**src/orthonormal_basis_builder_core_assert.svh**
```systemverilog
// Assertion macros for the basis builder; they use the including module's clk and arst_n
`ifndef ORTHONORMAL_BASIS_BUILDER_CORE_ASSERT_SVH
`define ORTHONORMAL_BASIS_BUILDER_CORE_ASSERT_SVH

// check that ante implies cons at the same edge
`define OBB_ASSERT_IMPL(lbl, ante, cons) \
	lbl: assert property (@(posedge clk) disable iff (!arst_n) (ante) |-> (cons)) \
		else $error("basis builder: implication check failed");

// check that cond never holds
`define OBB_ASSERT_NEVER(lbl, cond) \
	lbl: assert property (@(posedge clk) disable iff (!arst_n) !(cond)) \
		else $error("basis builder: forbidden condition seen");

`endif

```
**src/obb_pkg.sv**
```systemverilog
// Shared types and constants for the orthonormal basis builder
package obb_pkg;

	localparam int IN_W     = 16;
	localparam int OUT_W    = 16;
	localparam int FUNC_W   = 4;
	localparam int THR_W    = 29;
	localparam int THR_FRAC = 28;

	localparam logic [THR_W-1:0] THR_RESET = 29'd268435;

	localparam logic [FUNC_W-1:0] MODE_U  = 4'd0;
	localparam logic [FUNC_W-1:0] MODE_V  = 4'd1;
	localparam logic [FUNC_W-1:0] MODE_W  = 4'd2;
	localparam logic [FUNC_W-1:0] MODE_UV = 4'd3;
	localparam logic [FUNC_W-1:0] MODE_VU = 4'd4;
	localparam logic [FUNC_W-1:0] MODE_UW = 4'd5;
	localparam logic [FUNC_W-1:0] MODE_WU = 4'd6;
	localparam logic [FUNC_W-1:0] MODE_VW = 4'd7;
	localparam logic [FUNC_W-1:0] MODE_WV = 4'd8;

	typedef struct packed {
		logic [FUNC_W-1:0]      func;
		logic signed [IN_W-1:0] first_x;
		logic signed [IN_W-1:0] first_y;
		logic signed [IN_W-1:0] first_z;
		logic signed [IN_W-1:0] second_x;
		logic signed [IN_W-1:0] second_y;
		logic signed [IN_W-1:0] second_z;
	} cmd_t;

	typedef struct packed {
		logic signed [OUT_W-1:0] u_x;
		logic signed [OUT_W-1:0] u_y;
		logic signed [OUT_W-1:0] u_z;
		logic signed [OUT_W-1:0] v_x;
		logic signed [OUT_W-1:0] v_y;
		logic signed [OUT_W-1:0] v_z;
		logic signed [OUT_W-1:0] w_x;
		logic signed [OUT_W-1:0] w_y;
		logic signed [OUT_W-1:0] w_z;
		logic                    degenerate;
	} res_t;

endpackage

```
**src/obb_final.sv**
```systemverilog
// Completion stage: last cross product, axis placement by mode, result register
module obb_final #(
	parameter int FRAC = 14
) (
	input  logic                       clk,
	input  logic                       arst_n,
	input  logic                       in_v,
	input  logic [obb_pkg::FUNC_W-1:0] func,
	input  logic                       ok,
	input  logic                       zc,
	input  logic [2:0][FRAC+1:0]       a,
	input  logic [2:0][FRAC+1:0]       c,
	output logic                       done,
	output obb_pkg::res_t              res
);
	localparam int NW  = FRAC + 2;
	localparam int PRW = 2 * NW;
	localparam int DW  = PRW + 1;
	localparam int OW  = obb_pkg::OUT_W;

	logic signed [PRW-1:0] ax [3];
	logic signed [PRW-1:0] cx [3];

	logic                       v_s1;
	logic signed [PRW-1:0]      p_s1 [6];
	logic                       swap_s1;
	logic                       ok_s1;
	logic [obb_pkg::FUNC_W-1:0] func_s1;
	logic [2:0][NW-1:0]         a_s1;
	logic [2:0][NW-1:0]         c_s1;

	logic signed [DW-1:0]  d   [3];
	logic signed [DW-1:0]  rnd [3];
	logic [2:0][OW-1:0]    xo;
	logic [2:0][OW-1:0]    ao;
	logic [2:0][OW-1:0]    co;
	logic [2:0][OW-1:0]    uo;
	logic [2:0][OW-1:0]    vo;
	logic [2:0][OW-1:0]    wo;
	obb_pkg::res_t         res_nx;

	logic          done_s2;
	obb_pkg::res_t res_s2;

	always_comb begin
		for (int i = 0; i < 3; i++) begin
			ax[i] = PRW'($signed(a[i]));
			cx[i] = PRW'($signed(c[i]));
		end
	end

	always_ff @(posedge clk or negedge arst_n) begin
		if (!arst_n) begin
			v_s1    <= 1'b0;
			done_s2 <= 1'b0;
		end else begin
			v_s1    <= in_v;
			done_s2 <= v_s1;
		end
	end

	always_ff @(posedge clk) begin
		p_s1[0] <= ax[1] * cx[2];
		p_s1[1] <= ax[2] * cx[1];
		p_s1[2] <= ax[2] * cx[0];
		p_s1[3] <= ax[0] * cx[2];
		p_s1[4] <= ax[0] * cx[1];
		p_s1[5] <= ax[1] * cx[0];
		swap_s1 <= func inside {obb_pkg::MODE_V, obb_pkg::MODE_UV, obb_pkg::MODE_WU,
			obb_pkg::MODE_VW};
		ok_s1   <= ok && !zc;
		func_s1 <= func;
		a_s1    <= a;
		c_s1    <= c;
	end

	always_comb begin
		for (int i = 0; i < 3; i++) begin
			d[i] = DW'(p_s1[2*i]) - DW'(p_s1[2*i+1]);
			if (swap_s1) begin
				d[i] = -d[i];
			end
			rnd[i] = d[i] + (DW'(1) <<< (FRAC - 1));
			xo[i]  = OW'(rnd[i] >>> FRAC);
			ao[i]  = OW'($signed(a_s1[i]));
			co[i]  = OW'($signed(c_s1[i]));
		end
		case (func_s1)
			obb_pkg::MODE_U, obb_pkg::MODE_UW: begin
				uo = ao; vo = co; wo = xo;
			end
			obb_pkg::MODE_V, obb_pkg::MODE_VW: begin
				uo = co; vo = ao; wo = xo;
			end
			obb_pkg::MODE_W, obb_pkg::MODE_WV: begin
				uo = co; vo = xo; wo = ao;
			end
			obb_pkg::MODE_UV: begin
				uo = ao; vo = xo; wo = co;
			end
			obb_pkg::MODE_VU: begin
				uo = xo; vo = ao; wo = co;
			end
			obb_pkg::MODE_WU: begin
				uo = xo; vo = co; wo = ao;
			end
			default: begin
				uo = '0; vo = '0; wo = '0;
			end
		endcase
		if (!ok_s1) begin
			uo = '0; vo = '0; wo = '0;
		end
		res_nx.u_x        = uo[0];
		res_nx.u_y        = uo[1];
		res_nx.u_z        = uo[2];
		res_nx.v_x        = vo[0];
		res_nx.v_y        = vo[1];
		res_nx.v_z        = vo[2];
		res_nx.w_x        = wo[0];
		res_nx.w_y        = wo[1];
		res_nx.w_z        = wo[2];
		res_nx.degenerate = !ok_s1;
	end

	always_ff @(posedge clk) begin
		res_s2 <= res_nx;
	end

	assign done = done_s2;
	assign res  = res_s2;

endmodule

```
**config.mk**
```make
export PLATFORM = sky130hd
export DESIGN_NAME = obb_final
export DESIGN_NICKNAME = d
export VERILOG_FILES = /design/src/orthonormal_basis_builder_core_assert.svh /design/src/obb_pkg.sv /design/src/obb_final.sv
export SDC_FILE = /design/constraint.sdc
export NUM_CORES = 2
export LEC_CHECK = 0
export ABC_AREA = 1
export ABC_CLOCK_PERIOD_IN_PS = 4200
export BUFFER_PORTS_ARGS = -buffer_cell sky130_fd_sc_hd__buf_2
export CAP_MARGIN = 30
export CORE_ASPECT_RATIO = 1.4
export CORE_MARGIN = 2
export CORE_UTILIZATION = 66
export DETAILED_ROUTE_END_ITERATION = 12
export PLACE_DENSITY = 0.95
export SYNTH_ARGS = -nofsm -noshare
export SYNTH_HDL_FRONTEND = slang
export SYNTH_SLANG_ARGS = --single-unit
export TNS_END_PERCENT = 10
```
**constraint.sdc**
```tcl
create_clock -name clk -period 4.2 [get_ports clk]
set_input_delay 0.84 -clock clk [delete_from_list [all_inputs] [get_ports clk]]
set_output_delay 0.84 -clock clk [all_outputs]
set_load 0.05 [all_outputs]
```
==> results of run 1 <==
==> timing repair <==
action	4_1_cts
setup endpoints to repair	153
gates cloned	13
pin swaps	242
setup buffers	110
endpoints found under the hold margin	2
hold buffers	1
resized for setup	626
==> cell families after synthesis <==
group,after synthesis,share of synthesized area [%]
buffers and inverters,3434,16.3
AND/OR/NAND/NOR,3545,18.3
adder cells (fa/ha/maj),2055,46.5
AO/OA/AOI/OAI,675,4.83
XOR/XNOR,287,3.20
flip-flops,429,10.8
==> through the flow <==
step | worst slack (ns) | utilization, % | hold slack, ns
CTS | -1.57 | 80.0 | 0.303
global placement | -2.37 | 75.7 | 0.334
detailed placement | -2.70 | 75.7 | 0.349
floorplan | -1.69 | - | 0.331
==> synthesized netlist by cell type (all sizes together), types with 5 or more instances <==
cell type | count | area share, %
a21boi | 9 | 0.085
a21o | 5 | 0.047
a21oi | 347 | 2.2
a22oi | 37 | 0.35
a31oi | 54 | 0.43
and2 | 9 | 0.071
buf | 29 | 0.17
clkbuf | 322 | 1.5
clkinv | 9 | 0.043
dfxtp | 427 | 11
fa | 1491 | 38
ha | 564 | 8.9
inv | 3071 | 15
nand2 | 2692 | 13
nand3 | 320 | 2.1
nand3b | 10 | 0.095
nand4 | 87 | 0.69
nor2 | 384 | 2.1
nor3 | 32 | 0.22
o21a | 13 | 0.12
o21ai | 113 | 0.73
o21bai | 17 | 0.17
o221ai | 5 | 0.055
o22ai | 57 | 0.45
o31ai | 6 | 0.057
or2 | 6 | 0.047
xnor2 | 115 | 1.3
xor2 | 172 | 1.9
==> per-layer routing <==
| layer | global-route usage [%] | overflow |
|---|---|---|
| met5 | 80.6 | 48 |
| met4 | 104 | 1682 |
| met3 | 88.8 | 417 |
| met2 | 112 | 4385 |
| met1 | 89.1 | 454 |
==> impl_metrics.ini, run 1 <==
[floorplan]
num_rows = 150
die_h_um = 414
start_util_pct = 66.4
io_pins = 251
die_w_um = 297

[synthesis]
synth_edf_count = 0
ys.flop_type = dfxtp_1
syn_nets = 12600
avgSynthCellArea_sq_um = 7.61
synth-seq-cells = 429
synthArstFlopShare_pct = 0.466
ys_types = 56
syn_area_sq_um = 79300
syn_inst = 10400
ys.warnings.count = 0
synth_seq_area_share_pct = 10.8

[run_status]
error = [ERROR GRT-0116] Global routing finished with congestion. Check the congestion regions in the DRC Viewer.
stop_stage = global routing
status = did not finish

[global_routing]
grt_pass1_wl_um = 885000
grt_pass1_vias = 120000
overflow = 6986
gr-usage-all-layers_pct = 97.5
grt_max_degree = 74

[place]
place_congestion = 1.17
dp.cells = 12900
io_buffers = 250
place_area_sq_um = 90300
dp_hpwl_um = 263000

[clocking]
clockRootBuffer = clkbuf_16
h-tree-depth = 2
cts_buffer_depth = 3
numClockSinks = 429
cts_buffers = 45
==> inputs of run 2 (changes only) <==
--- a/config.mk
+++ b/config.mk
@@ -9,11 +9,10 @@
 export ABC_CLOCK_PERIOD_IN_PS = 4200
 export BUFFER_PORTS_ARGS = -buffer_cell sky130_fd_sc_hd__buf_2
 export CAP_MARGIN = 30
-export CORE_ASPECT_RATIO = 1.4
 export CORE_MARGIN = 2
-export CORE_UTILIZATION = 66
+export CORE_UTILIZATION = 40
 export DETAILED_ROUTE_END_ITERATION = 12
-export PLACE_DENSITY = 0.95
+export PLACE_DENSITY_LB_ADDON = 0.15
 export SYNTH_ARGS = -nofsm -noshare
 export SYNTH_HDL_FRONTEND = slang
 export SYNTH_SLANG_ARGS = --single-unit
==> run 2 against run 1 <==
The flow now finishes, with violations (negative setup slack). Synthesized cell count stayed put. Synthesized area stayed put.
==> impl_metrics.ini, run 2 <==
[run_status]
status = complete, but fails checks
violations = negative setup slack

[cells_and_area]
top_register = p_s1
area_delta_synth_final_pct = 25.1
fin_nets = 13800
drive_gt1_share_pct = 19.6
final_common_cell = inv_1
fin_util_pct = 50.3
largest_reg_flops = 180
final_cell_mix = 2,951 x inv_1, 2,564 x nand2_1, 1,444 x fa_1

[floorplan]
die_w_um = 449
start_util_pct = 40.2
io_pins = 251
num_rows = 163
core_sq_um = 197000
die_h_um = 449
die_area_sq_um = 202000

[detailed_routing]
drt.antenna.violating_nets = 0
firstDrtPassIters = 8
drt_iter0_markers = 4470
wire_per_inst_um = 20.5
route.detailed.drc = 0
finalWirelength_um = 293000
drt-vias-per-instance = 4.80
vias = 68700

[place]
place_congestion = 0.962
io_buffers = 250
preCtsSetupSlack_ns = -2.50
dp_hpwl_um = 249000

[min_path]
hp-class = in -> reg
hold_end = v_s1$_DFF_PN0_
holdPathStages = 1
min-delay-start = in_v

[sta]
slew_headroom_pct = 41.7
hold_slack_ns = 0.245
fin_tns_setup_ns = -110.86
setup_viol = 129
fmax_mhz = 179
worst_slew_pin_slew_ns = 0.875
slew_viol_final = 0
setup_ws_ns = -1.39
rsz0062_at_grt = true
finalHoldViolations = 0
period_minus_slack_ns = 5.59
finClkSkew_ns = 0.0871
period_share_pct = 133

[worst_setup_path]
slowest_delay_ns = 0.58
critPathTopFamily = adder cells
worst_path_most_repeated_cell = fa_1
end_kind = flip-flop
critical_path_class = in -> reg
path_max_fanout = 7
critPathBufInv = 9
crit_path_top_delay_cell = fa_1
worstReg2RegStart = p_s1[0][0]$_DFF_P_
start_kind = input port
reg2reg_to = res[44]$_SDFF_PN0_
r2r_slack_ns = 0.11
worstPathRequired_ns = 4.81
r2r_cells = 25
crit_arrival_ns = 6.21

[run]
maxCapViolCount = 0

[global_routing]
grt_pass1_vias = 71500
overflow = 0
grt_max_degree = 70
grt_pass1_wl_um = 437000
antenna_found_initial = 26
gr-usage-all-layers_pct = 28.8

[synthesis]
synth.area.top_cells = fa_1 38%, inv_1 14%, nand2_1 12%
yosys-top-cells-count = 3,039 x inv_1, 2,637 x nand2_1, 1,491 x fa_1
synth_top_cell_by_area = fa_1
ys_types = 56
syn_nets = 12600
synth-seq-cells = 429
netlist.area_leader.share_pct = 37.6
synthArstFlopShare_pct = 0.466
synth_edf_count = 0
synth.most_common_cell = inv_1
synth_seq_area_share_pct = 10.8
syn_inst = 10400
avgSynthCellArea_sq_um = 7.61
ys.flop_type = dfxtp_1
syn_area_sq_um = 79300
ys.warnings.count = 0

[clocking]
numClockSinks = 429
h-tree-depth = 2
clockRootBuffer = clkbuf_16
clk_latency_ns = 0.72
clk_pin_slew_ns = 0.06
cts_buffer_depth = 3
cts_buffers = 52
tritoncts = yes
==> run 2: cell counts after synthesis <==
No cell type changed its count.
==> run 2: worst max-delay path by stage <==
stage	startpoint	endpoint	slack, ns	cells past startpoint
after floorplan	a[39]	p_s1[1][28]$_DFF_P_	-1.69	23
after global placement	c[20]	p_s1[4][28]$_DFF_P_	-2.48	20
after detailed placement	c[20]	p_s1[4][28]$_DFF_P_	-2.50	20
after CTS	a[3]	p_s1[3][28]$_DFF_P_	-1.31	26
after global routing	a[35]	p_s1[1][27]$_DFF_P_	-1.57	26
final	a[35]	p_s1[1][27]$_DFF_P_	-1.39	26
==> run 2: cell type report <==
class | instances | area, sq um
Tap cell | 2640 | 3300
Timing Repair Buffer | 1488 | 13100
Sequential cell | 429 | 8600
Multi-Input combinational cell | 6562 | 60700
Antenna cell | 3 | 7.51
Clock buffer | 63 | 1390
Fill cell | 19200 | 98000
Clock inverter | 33 | 453
Inverter | 3080 | 11600
==> run 2: what timing repair did <==
action                                 4_1_cts  5_1_grt
setup endpoints to repair                  137      196
endpoints found under the hold margin        2        0
buffers inserted                            55       53
cloned                                       5        9
resized for setup                          385      363
pin swaps                                  141      209
hold buffers                                 1        0
==> run 2: through the flow <==
stage,cells,instance area [sq um]
after floorplan,10400,80800
after CTS,14200,97000
after global placement,14100,93100
after global routing,14300,99200
after detailed placement,14100,93100
final,14300,99200
==> run 2: worst reg2reg max path: cells and delay by family (launching register included) <==
kind / cells / cell delay (ns)
xor+xnor: 1 / 0.23
buf+inv: 5 / 0.47
simple gates: 13 / 1.46
fa+ha+maj: 3 / 0.82
compound gates: 3 / 0.68
flops: 1 / 0.31
==> run 2: cells by family after synthesis <==
family / count (synthesis) / synth area share, %
flops: 429 / 10.8
buf+inv: 3434 / 16.3
xor+xnor: 287 / 3.20
compound gates: 675 / 4.83
simple gates: 3545 / 18.3
fa+ha+maj: 2055 / 46.5
==> run 2: layer usage <==
layer	vias to the layer above	GRT usage [%]	part of all wire [%]
li1	32400	-	-
met1	34000	39.4	44
met5	-	0	0.024
met3	393	3.52	5.4
met4	10	11.4	5.5
met2	1810	46.4	45
Power of run 2 is not shown: default switching activity piles up to over one toggle a cycle in this logic, so the estimate is an artifact.
